### src/sv/adc_pedestal_accumulator_unit_defines.svh
// Assertion macros shared by the pedestal accumulator RTL.
`ifndef ADC_PEDESTAL_ACCUMULATOR_UNIT_DEFINES_SVH
`define ADC_PEDESTAL_ACCUMULATOR_UNIT_DEFINES_SVH

// Same-cycle implication, disabled while reset is asserted.
`define APA_ASSERT_IMPL(label, clk, rst_n, ante, cons, msg) \
  label: assert property (@(posedge clk) disable iff (!rst_n) (ante) |-> (cons)) \
    else $error(msg);

// Next-cycle implication, disabled while reset is asserted.
`define APA_ASSERT_NEXT(label, clk, rst_n, ante, cons, msg) \
  label: assert property (@(posedge clk) disable iff (!rst_n) (ante) |=> (cons)) \
    else $error(msg);

`endif

### src/sv/apa_pkg.sv
// Shared types and constants of the pedestal accumulator.
`default_nettype none

package apa_pkg;

  // Fixed field widths.
  localparam int PADDLE_W  = 6;
  localparam int LIM_W     = 14;
  localparam int PED_W     = 17;
  localparam int THR_W     = 18;
  localparam int CNT_OUT_W = 16;
  localparam int SQ_W      = 42;
  localparam int EVT_W     = 32;
  localparam int CFG_W     = 16;
  localparam int CFG_IDX_W = 1;
  localparam int THRESH_W  = 14;
  localparam int PED_FRAC  = 4;

  // Arithmetic constants.
  localparam logic [LIM_W-1:0] LIM_MAX      = '1;
  localparam int               LIMIT_OFFSET = 100;
  localparam int               THR_OFFSET   = 15 << PED_FRAC;
  localparam int               PED_DIVISOR  = 5;
  // x / 5 == (x * 52429) >> 18 for every 16-bit x.
  localparam int               DIV5_MUL     = 52429;
  localparam int               DIV5_SHIFT   = 18;

  // Reset values of the configuration registers.
  localparam int                  MIN_PEDS_RST   = 500;
  localparam logic [LIM_W-1:0]    INIT_LIMIT_RST = LIM_W'(1000);
  localparam logic [THRESH_W-1:0] THRESH_RST     = THRESH_W'(MIN_PEDS_RST / PED_DIVISOR);

  // Register indexes.
  localparam logic [CFG_IDX_W-1:0] CFG_MIN_PEDS   = 1'b0;
  localparam logic [CFG_IDX_W-1:0] CFG_INIT_LIMIT = 1'b1;

  // Item actions and result status codes.
  localparam logic ACT_ACCUM  = 1'b0;
  localparam logic ACT_REPORT = 1'b1;
  localparam logic ST_OK      = 1'b0;
  localparam logic ST_RANGE   = 1'b1;

  typedef struct packed {
    logic busy;
    logic done;
  } div_stat_t;

endpackage

`default_nettype wire

### src/sv/apa_div.sv
// Shared unsigned divider, two restoring steps per cycle.
`default_nettype none

module apa_div #(
  parameter int DVD_W = 33,
  parameter int DSR_W = 16,
  parameter int QUO_W = 18
) (
  input  logic                 clk,
  input  logic                 rst_n,
  input  logic                 start,
  input  logic [DVD_W-1:0]     dividend,
  input  logic [DSR_W-1:0]     divisor,
  output apa_pkg::div_stat_t   stat,
  output logic [QUO_W-1:0]     quotient
);
  import apa_pkg::*;

  localparam int STEPS = QUO_W / 2;
  localparam int CNT_W = $clog2(STEPS + 1);

  logic [DSR_W-1:0] rem_r;
  logic [DSR_W-1:0] dsr_r;
  logic [QUO_W-1:0] quo_r;
  logic [CNT_W-1:0] cnt_r;
  logic             busy_r;
  logic             done_r;

  logic [DSR_W:0]   t1;
  logic [DSR_W:0]   t2;
  logic             ge1;
  logic             ge2;
  logic [DSR_W-1:0] r1;
  logic [DSR_W-1:0] r2;
  logic [QUO_W-1:0] q1;
  logic [QUO_W-1:0] q2;

  // The caller guarantees the quotient fits in QUO_W bits, so the upper
  // dividend bits start below the divisor and the remainder never overflows.
  always_comb begin
    t1  = {rem_r, quo_r[QUO_W-1]};
    ge1 = t1 >= {1'b0, dsr_r};
    r1  = ge1 ? DSR_W'(t1 - {1'b0, dsr_r}) : t1[DSR_W-1:0];
    q1  = {quo_r[QUO_W-2:0], ge1};
    t2  = {r1, q1[QUO_W-1]};
    ge2 = t2 >= {1'b0, dsr_r};
    r2  = ge2 ? DSR_W'(t2 - {1'b0, dsr_r}) : t2[DSR_W-1:0];
    q2  = {q1[QUO_W-2:0], ge2};
  end

  always_ff @(posedge clk) begin
    if (!rst_n) begin
      busy_r <= 1'b0;
      done_r <= 1'b0;
      cnt_r  <= '0;
    end else begin
      done_r <= 1'b0;
      if (start) begin
        busy_r <= 1'b1;
        cnt_r  <= CNT_W'(STEPS);
      end else if (busy_r) begin
        cnt_r <= cnt_r - 1'b1;
        if (cnt_r == CNT_W'(1)) begin
          busy_r <= 1'b0;
          done_r <= 1'b1;
        end
      end
    end
  end

  always_ff @(posedge clk) begin
    if (start) begin
      rem_r <= DSR_W'(dividend >> QUO_W);
      quo_r <= dividend[QUO_W-1:0];
      dsr_r <= divisor;
    end else if (busy_r) begin
      rem_r <= r2;
      quo_r <= q2;
    end
  end

  assign stat.busy = busy_r;
  assign stat.done = done_r;
  assign quotient  = quo_r;

endmodule

`default_nettype wire

### config.mk
export PLATFORM = sky130hd
export DESIGN_NAME = apa_div
export DESIGN_NICKNAME = d
export VERILOG_FILES = /design/src/sv/adc_pedestal_accumulator_unit_defines.svh /design/src/sv/apa_pkg.sv /design/src/sv/apa_div.sv
export SDC_FILE = /design/constraint.sdc
export NUM_CORES = 1
export LEC_CHECK = 0
export BUFFER_PORTS_ARGS = -buffer_cell sky130_fd_sc_hd__buf_2
export CAP_MARGIN = 20
export CORE_MARGIN = 8
export CORE_UTILIZATION = 52
export CTS_CLUSTER_SIZE = 40
export DETAILED_ROUTE_END_ITERATION = 6
export PLACE_DENSITY = 0.78
export SLEW_MARGIN = 5
export SYNTH_ARGS = -nofsm -noshare
export SYNTH_HDL_FRONTEND = slang
export SYNTH_SLANG_ARGS = --single-unit
### constraint.sdc
create_clock -name clk -period 4.9 [get_ports clk]
set_input_delay 0.98 -clock clk [delete_from_list [all_inputs] [get_ports clk]]
set_output_delay 0.98 -clock clk [all_outputs]
set_load 0.02 [all_outputs]
==> results.md, run 1 <==
* Clock latency on the worst-skew pair at about 0.32 ns
* Worst relative slew slack at 48.0%
* Fmax at approximately 210 MHz
* Crit. End Element: flip-flop
* Req. time, crit path at ~5 ns
* GPL Wtd Cong at 0.937
* Worst Tran Pin Value at 0.779 ns
* MaxCap Viol Count at 0
* WL/cell at about 19 µm
* Synth area leaders: edfxtp_1, ha_1, mux2_2
* Final core occ at roughly two thirds
* Most frequent CP cell: buf_4
* Proportion of layout cells with a drive suffix above 1 at between 30% and 40%
* Initial antenna violation count at 0
* Nets at roughly 570
* Final Critical Period at just under 5 ns
* DP HPWL at around 8.4 mm
* Synth Warn # at 0
* Worst-path clk slew at between 0.1 and 0.15 ns
* Total number of vias at ~3600
* Total wire length at 11.3 mm
* CP max stage delay at approximately 0.51 ns
* Synth top area share at between 30 and 40%
* Commonest non-fill, non-tap cell in the layout: buf_2
* Skew final at 0.00597 ns
* Synthesized cell area at about 0.0041 mm²
* Die ar. at roughly 0.011 mm²
* Avg Vias per Cell at 6.15
* Status: complete, no violations
* Worst Hold Class: flip-flop to flip-flop
* Reg area at around 0.0016 mm²
* Crit Path Class: flip-flop to flip-flop
* Hold Buf Count CTS at 0
* 1st-pass router iterations at 6
* Die height at 105 µm
* DRC at 0
* CTS max path bufs at 2
* Vias in the first global route at between 3000 and 4000
* Row count at 32
* Total congestion overflow at 0
* Filler instances at roughly 600
* CP arrival at slightly below 5 ns
* Port-buffer cells at 71
* I/O pins at 72
* CTS tree: done
* CP Cell Sequence: ha_1, nand4_4, a211oi_2, o211ai_1, buf_4, buf_4, and2b_4, mux2_4, ha_2, and3_1, o21ai_0, nand2_1, a211o_1, a21o_1, a221oi_4, nand2_2, a221o_1
* Tot GR Track Use at between 10% and 20%
* Final instance area at 0.00500 mm²
* Initial core utilization at 53.7%
* Cts bufs inserted at 5
* Syn Nets at a little under 500
* CTS Root Cell: clkbuf_8
* Largest delay share family, worst path: compound AO/OA/AOI/OAI gates
* Post-synthesis sequential area ratio at 38.9%
* Post-detailed-route count of antenna-violating nets at 0
* Synth unique cells at 63
* Most frequent cells in the layout: buf_2, edfxtp_1, mux2_2
* Chip Width at around 110 µm
* Fin. Hold Viols at 0
* CORE AREA at approximately 0.0077 mm²
* Largest net degree at the start of global routing at 61
* H-tree levels at 2
* Final setup viols at 0
* Startpoint types: flip-flop
* Critical path's slowest cell: ha_1
* Async S/R FF share, synth at 0%
* 1st-iter DRT viols at 382
* Cell taking the most area after synthesis: edfxtp_1
* Top_reg_cell synth: edfxtp_1
* P&R area growth vs syn at 20.6%
* Sink Count at 56
* Synthesized area per cell at roughly 10 µm²
* Fin. max-slew vios at 0
* Worst path buffer plus inverter count at 2
* Tcrit/Tclk final at between 90% and 100%
* Placed inst area at between 0.004 and 0.005 mm²
* First-pass GRT wire length at between 15 and 20 mm
* Gate Count Post-Synth at ~400
* Worst-path maximum fanout at 6
* Area of the multi-input gates at approximately 0.0025 mm²
* # diodes at 0
* Flops & latches, synth at between 50 and 60
* Number of flops mapped to enable cells by yosys at 49
layout make-up:
class | count | area share [%]
Timing Repair Buffer | 97 | 11.3
Sequential cell | 56 | 32.2
Clock buffer | 5 | 1.38
Multi-Input combinational cell | 299 | 50.2
Tap cell | 102 | 2.55
Inverter | 26 | 1.95
Clock inverter | 3 | 0.500
registers in the layout (all words and copies together) (netlist names):
register  cells
done_r        1
dsr_r        16
quotient     18
cnt_r         4
rem_r        16
busy_r        1
path summary, 6_finish.rpt:
kind                              start               endpoint  slack, ns  depth (start not counted)
hold / removal    cnt_r[1]$_SDFFE_PP0P_  cnt_r[1]$_SDFFE_PP0P_       0.51                          2
setup reg to reg     rem_r[4]$_DFFE_PP_     rem_r[8]$_DFFE_PP_       0.08                         17
hold reg to reg   cnt_r[1]$_SDFFE_PP0P_  cnt_r[1]$_SDFFE_PP0P_       0.51                          2
setup / recovery     rem_r[4]$_DFFE_PP_     rem_r[8]$_DFFE_PP_       0.08                         17
Yosys cell counts, types with 4 or more instances:
master    count
edfxtp_1     49
ha_1         34
mux2_2       29
inv_1        26
a21oi_1      24
nor2_1       22
nand2_1      20
o21ai_0      17
xnor2_1      17
a21o_1       13
nand4_1      10
xor2_1       10
a31oi_1       8
dfxtp_1       7
nand3_1       7
a211oi_1      6
clkbuf_1      6
nand2b_1      6
nor3_1        5
o311ai_0      5
and3_1        4
and4_1        4
o211ai_1      4
worst reg2reg max path: stages, from the launching register on:
cell	delay (ns)
edfxtp_1	0.44
ha_1	0.51
nand4_4	0.17
a211oi_2	0.29
o211ai_1	0.14
buf_4	0.16
buf_4	0.13
and2b_4	0.20
mux2_4	0.33
ha_2	0.31
and3_1	0.20
o21ai_0	0.11
nand2_1	0.12
a211o_1	0.27
a21o_1	0.21
a221oi_4	0.38
nand2_2	0.21
a221o_1	0.39
per-stage QoR:
step / hold WS [ns] / TNS (ns) / setup slack (ns) / cells
final: 0.508 / 0 / 0.0815 / 588
after CTS: 0.498 / 0 / 0.0257 / 584
after global placement: 0.480 / 0 / 0.185 / 576
after global routing: 0.549 / -0.136 / -0.0488 / 588
after detailed placement: 0.483 / -0.00953 / -0.00833 / 576
after floorplan: 0.453 / 0 / 0.222 / 396
layer usage:
layer | track usage, % | share of wire, % | vias to the layer above
met2 | 32.3 | 48 | 182
met3 | 4.32 | 7.7 | 14
met4 | 5.10 | 1.4 | 0
li1 | - | - | 1680
met5 | 0 | 0 | -
met1 | 24.8 | 43 | 1743
cells by family after synthesis:
logic type               share of synthesized area [%]
AND/OR/NAND/NOR                                   12.7
XOR/XNOR                                          5.70
multiplexers                                      8.12
AO/OA/AOI/OAI                                     19.0
buffers and inverters                             4.41
adder cells (fa/ha/maj)                           11.2
flip-flops                                        38.9
what timing repair did:
action	CTS	global route
resized for setup	1	27
setup buffers	0	4
setup endpoints to repair	3	16
pin swaps	0	12
Power of run 1 is not shown: default switching activity piles up to over one toggle a cycle in this logic, so the estimate is an artifact.
==> run 2: changes to the inputs <==
- PLACE_DENSITY: 0.78 -> 0.82
- SETUP_SLACK_MARGIN: unset -> 0.02
==> run 2 against run 1 <==
- wire length down 0.72%
- via count rose by 0.22%
- clock skew grew 0.0082 ns
- die area unchanged
- critical path depth rose by 2
==> results.md, run 2 (same netlist as run 1, synthesis figures left out) <==
* CP max stage delay at 0.47 ns (-0.04 ns)
* Chip Width at 105 µm (unchanged)
* Post-detailed-route count of antenna-violating nets at 0 (unchanged)
* Area of the multi-input gates at 0.00247 mm² (-1.6%)
* Port-buffer cells at 71 (unchanged)
* Worst hold stages at 2 (unchanged)
* H-tree levels at 2 (unchanged)
* DRC at 0 (unchanged)
* Cts bufs inserted at 5 (unchanged)
* Final core occ at 64.0% (-0.76 points)
* Final setup viols at 0 (unchanged)
* Post-Layout Cell Count at 588 (unchanged)
* I/O pins at 72 (unchanged)
* CORE AREA at 0.00773 mm² (unchanged)
* Largest delay share family, worst path: compound AO/OA/AOI/OAI gates
* MaxCap Viol Count at 0 (unchanged)
* First-pass GRT wire length at 17.7 mm (-1.0%)
* CTS Root Cell: clkbuf_8
* Filler instances at 617 (+2.2%)
* Tot GR Track Use at 19.3% (-0.14 points)
* Final Critical Period at 4.76 ns (-0.0545 ns)
* Worst Hold Class: flip-flop to flip-flop
* Startpoint types: flip-flop
* Tcrit/Tclk final at 97.2% (-1.1 points)
* Commonest non-fill, non-tap cell in the layout: buf_2
* CP arrival at 4.94 ns (+0.05 ns)
* Status: complete, no violations
* Initial core utilization at 53.7% (unchanged)
* Fin. max-slew vios at 0 (unchanged)
* Fin. Hold Viols at 0 (unchanged)
* Avg Vias per Cell at 6.17 (+0.22%)
* P&R area growth vs syn at 19.2%
* Total wire length at 11.2 mm (-0.72%)
* Worst path buffer plus inverter count at 3 (+1)
* 1st-iter DRT viols at 409 (+7.1%)
* Sink Count at 56 (unchanged)
* Row count at 32 (unchanged)
* DP Cell Count at 576 (unchanged)
* Worst Tran Pin Value at 1.02 ns (+0.239 ns)
* WL/cell at 19.0 µm (-0.72%)
* Die ar. at 0.0111 mm² (unchanged)
* Most frequent cells in the layout: buf_2, edfxtp_1, mux2_2, ha_1, inv_1
* Fmax at 210 MHz (+1.1%)
* Vias in the first global route at 3666 (-2.6%)
* 1st-pass router iterations at 6 (unchanged)
* CTS tree: done
* Reg area at 0.00161 mm² (unchanged)
* Worst-path maximum fanout at 7 (+1)
* Worst relative slew slack at 32.0% (-16 points)
* R2R depth at 19 (+2)
* Critical path's slowest cell: a311oi_1
* Unrepaired setup endpoints after global routing: true
* CP Depth at 19 (+2)
* Largest net degree at the start of global routing at 61 (unchanged)
* Skew final at 0.0141 ns (+0.00816 ns)
* Total number of vias at 3627 (+0.22%)
* Initial antenna violation count at 0 (unchanged)
* Final instance area at 0.00494 mm² (-1.2%)
* Worst-path clk slew at 0.11 ns (about the same)
* Die height at 105 µm (unchanged)
* Total congestion overflow at 0 (unchanged)
* Max reg flops at 18 (unchanged)
* Crit Path Class: flip-flop to flip-flop
* Proportion of layout cells with a drive suffix above 1 at 32.7% (-1.0 points)
* Nets at 573 (unchanged)
* DP HPWL at 8.26 mm (-1.3%)
* Req. time, crit path at 5.07 ns (+0.09 ns)
* CTS max path bufs at 2 (unchanged)
* Placed inst area at 0.00471 mm² (unchanged)
* # diodes at 0 (unchanged)
* CP Cell Sequence: inv_1, ha_2, a21o_1, nand3_1, nand4_1, o211ai_1, buf_4, buf_4, and2b_4, mux2_2, ha_1, a211oi_1, o211ai_1, a311oi_1, o21bai_1, a21oi_1, xnor2_1, o21ai_0, a2bb2oi_1
* Crit. End Element: flip-flop
* Clock latency on the worst-skew pair at 0.33 ns (about the same)
* GPL Wtd Cong at 0.954 (+1.8%)
==> run 2: through the flow <==
stage	TNS, ns	worst slack (ns)	hold slack [ns]
global route	-0.265	-0.0457	0.544
CTS	0	0.0364	0.503
detailed placement	-0.0930	-0.0232	0.486
finish	0	0.136	0.509
floorplan	0	0.222	0.453
global placement	0	0.103	0.484
==> run 2: layout make-up <==
class	instances	share of cell area [%]
Multi-Input combinational cell	300	49.9
Tap cell	102	2.58
Sequential cell	56	32.6
Inverter	26	1.97
Clock inverter	3	0.532
Clock buffer	5	1.39
Timing Repair Buffer	96	11.0
==> run 2: worst paths after layout <==
| kind | startpoint | end | slack [ns] |
|---|---|---|---|
| setup / recovery | dsr_r[6]$_DFFE_PP_ | rem_r[14]$_DFFE_PP_ | 0.14 |
| hold / removal | rem_r[15]$_SDFFE_PP0P_ | rem_r[15]$_SDFFE_PP0P_ | 0.51 |
| setup reg to reg | dsr_r[6]$_DFFE_PP_ | rem_r[14]$_DFFE_PP_ | 0.14 |
| hold reg to reg | rem_r[15]$_SDFFE_PP0P_ | rem_r[15]$_SDFFE_PP0P_ | 0.51 |
==> run 2: worst register-to-register path: stages (launching register included) <==
cell	delay (ns)
edfxtp_1	0.37
inv_1	0.10
ha_2	0.34
a21o_1	0.22
nand3_1	0.10
nand4_1	0.15
o211ai_1	0.19
buf_4	0.15
buf_4	0.11
and2b_4	0.21
mux2_2	0.38
ha_1	0.37
a211oi_1	0.36
o211ai_1	0.25
a311oi_1	0.47
o21bai_1	0.18
a21oi_1	0.21
xnor2_1	0.14
o21ai_0	0.12
a2bb2oi_1	0.17
==> run 2: what timing repair did <==
| action | CTS | global route |
|---|---|---|
| buffers inserted | 0 | 3 |
| resized for setup | 1 | 20 |
| pin swaps | 0 | 7 |
| setup endpoints to repair | 13 | 16 |
| hold buffers | 0 | 0 |
| gates cloned | 0 | 1 |
==> run 2: per-layer routing <==
layer | wire [µm] | vias up | global-route usage, %
li1 | - | 1688 | -
met2 | 5200 | 194 | 31.9
met5 | 0 | - | 0
met4 | 267 | 0 | 6.83
met3 | 1010 | 28 | 4.02
met1 | 4720 | 1717 | 24.2
Power of run 2 is left out for the same reason.
==> run 3: changes to the inputs <==
- clock period: 4.9 -> 4.3 ns (I/O delays scaled with it)
==> run 3 against run 2 <==
- the flow now finishes with violations (negative setup slack)
- wire length up 22%
- clock skew shrank 0.0066 ns
- register-to-register slack got worse by 0.57 ns
- die area is the same
- worst setup slack lost 0.57 ns
- final cell count is 13% higher
- global-route usage increased by 3.1 points
- sequential share of layout area fell by 5.0 points
- critical path type unchanged
- critical endpoint is now rem_r[3]$_DFFE_PP_
- largest cell class unchanged
==> results.md, run 3 (same netlist as run 1, synthesis figures left out) <==
* Worst Tran Pin Value at 0.759 ns (-0.259 ns)
* Tcrit/Tclk final at 110% (+13 points)
* WL/cell at 20.5 µm (+7.6%)
* Largest net degree at the start of global routing at 37 (-39%)
* Failing checks: negative setup slack
* CP Depth at 17 (-2)
* Final Critical Period at 4.74 ns (-0.0278 ns)
* Critical Path Sink: rem_r[3]$_DFFE_PP_
* Crit. End Element: flip-flop
* Fmax at 211 MHz (+0.59%)
* Post-detailed-route count of antenna-violating nets at 0 (unchanged)
* Worst-path maximum fanout at 5 (-2)
* CP Cell Sequence: ha_4, buf_4, buf_4, a211oi_1, o21ai_2, a31oi_1, xnor2_1, mux2_4, ha_4, and4_4, and2_1, a22o_1, a211o_1, a21o_1, a221oi_4, nand2_4, a221o_1
* Crit Path Class: flip-flop to flip-flop
* Total congestion overflow at 0 (unchanged)
* Req. time, crit path at 4.38 ns (-0.69 ns)
* Nets at 652 (+14%)
* DRC at 0 (unchanged)
* I/O pins at 72 (unchanged)
* Cts bufs inserted at 5 (unchanged)
* Commonest non-fill, non-tap cell in the layout: buf_4
* Max reg flops at 18 (unchanged)
* M2 GR Usage at 38.0% (+6.1 points)
* Worst Hold Class: flip-flop to flip-flop
* CTS tree: done
* Final core occ at 75.6% (+12 points)
* Startpoint types: flip-flop
* CORE AREA at 0.00773 mm² (unchanged)
* Sink Count at 56 (unchanged)
* Final instance area at 0.00584 mm² (+18%)
* MaxCap Viol Count at 0 (unchanged)
* Vias in the first global route at 4034 (+10%)
* Unrepaired setup endpoints after global routing: true
* Clock latency on the worst-skew pair at 0.32 ns (about the same)
* Final worst setup slack at -0.436 ns (-0.572 ns)
* Flop-to-flop setup slack at -0.44 ns (-0.57 ns)
* Die height at 105 µm (unchanged)
* Fin. Hold Viols at 0 (unchanged)
* Die ar. at 0.0111 mm² (unchanged)
* Largest delay share family, worst path: compound AO/OA/AOI/OAI gates
* Fin. max-slew vios at 0 (unchanged)
* CTS Root Cell: clkbuf_8
* First-pass GRT wire length at 20.0 mm (+13%)
* P&R area growth vs syn at 40.9%
* 1st-iter DRT viols at 381 (-6.8%)
* Tot GR Track Use at 22.3% (+3.1 points)
* DP HPWL at 9.67 mm (+17%)
* Worst path buffer plus inverter count at 2 (-1)
* GPL Wtd Cong at 0.963 (+1.0%)
* 1st-pass router iterations at 5 (-1)
* Status: finished, violations left
* CTS max path bufs at 2 (unchanged)
* Skew final at 0.00749 ns (-0.00664 ns)
* Row count at 32 (unchanged)
* R2R depth at 17 (-2)
* Worst relative slew slack at 49.3% (+17 points)
* Met3 usage in global routing at 3.90% (-0.12 points)
* Proportion of layout cells with a drive suffix above 1 at 48.5% (+16 points)
* H-tree levels at 2 (unchanged)
* Chip Width at 105 µm (unchanged)
* Placed inst area at 0.00524 mm² (+11%)
* Worst slack, placed at -0.390 ns (-0.366 ns)
* CP max stage delay at 0.45 ns (-0.02 ns)
* R2R Path End: rem_r[3]$_DFFE_PP_
* Critical Path Start: rem_r[5]$_DFFE_PP_
* CP arrival at 4.81 ns (-0.13 ns)
* Critical path's slowest cell: edfxtp_1
* Initial antenna violation count at 0 (unchanged)
* Busiest layer in global routing: met2
* Final setup viols at 16 (+16)
* Critical R2R Launch: rem_r[5]$_DFFE_PP_
* # diodes at 0 (unchanged)
* Worst-path clk slew at 0.11 ns (about the same)
* Met1 track demand over resource at 27.6% (+3.4 points)
* Total number of vias at 4063 (+12%)
* Most frequent cells in the layout: buf_4, buf_2, edfxtp_1
* Total wire length at 13.7 mm (+22%)
* Initial core utilization at 53.7% (unchanged)
* Avg Vias per Cell at 6.09 (-1.2%)
* Port-buffer cells at 71 (unchanged)
-- run 3: worst min-delay path by stage --
stage / end / startpoint / depth (start not counted) / slack, ns
after floorplan: rem_r[15]$_SDFFE_PP0P_ / rem_r[15]$_SDFFE_PP0P_ / 2 / 0.45
after global placement: cnt_r[1]$_SDFFE_PP0P_ / cnt_r[1]$_SDFFE_PP0P_ / 2 / 0.48
after detailed placement: rem_r[15]$_SDFFE_PP0P_ / rem_r[15]$_SDFFE_PP0P_ / 2 / 0.49
after CTS: rem_r[15]$_SDFFE_PP0P_ / rem_r[15]$_SDFFE_PP0P_ / 2 / 0.52
after global routing: cnt_r[1]$_SDFFE_PP0P_ / cnt_r[1]$_SDFFE_PP0P_ / 2 / 0.55
final: rem_r[15]$_SDFFE_PP0P_ / rem_r[15]$_SDFFE_PP0P_ / 2 / 0.53
-- run 3: routing by layer --
metal	vias up	share of wire, %
met1	1966	40
met2	216	50
met4	0	2.6
met3	35	6.9
li1	1846	-
met5	-	0
-- run 3: area by class of cell --
cell class              count  area [µm²]
clock buffers               5        68.8
clock inverters             3        22.5
fillers                   445        1890
inverters                  26        97.6
multi-input cells         299        2750
flip-flops and latches     56        1610
well taps                 102         128
repair buffers            176        1170
-- run 3: metrics by stage --
step / hold WS, ns / setup TNS, ns / std cells
after global placement: 0.480 / -3.71 / 638
after floorplan: 0.453 / -0.142 / 396
final: 0.533 / -6.00 / 667
after detailed placement: 0.492 / -4.50 / 638
after CTS: 0.517 / -2.53 / 655
after global routing: 0.552 / -7.34 / 667
-- run 3: worst min-delay path: cells and delay by family (launching register included) --
kind,cells,cell delay (ns)
compound gates,1,0.06
simple gates,1,0.08
flops,1,0.36
-- run 3: timing repair --
action / 4_1_cts / 5_1_grt
setup buffers: 10 / 12
resized for setup: 24 / 38
pin swaps: 26 / 31
hold buffers: 0 / 0
endpoints found under the setup margin: 16 / 17
gates cloned: 0 / 0
Power of run 3 is left out for the same reason.
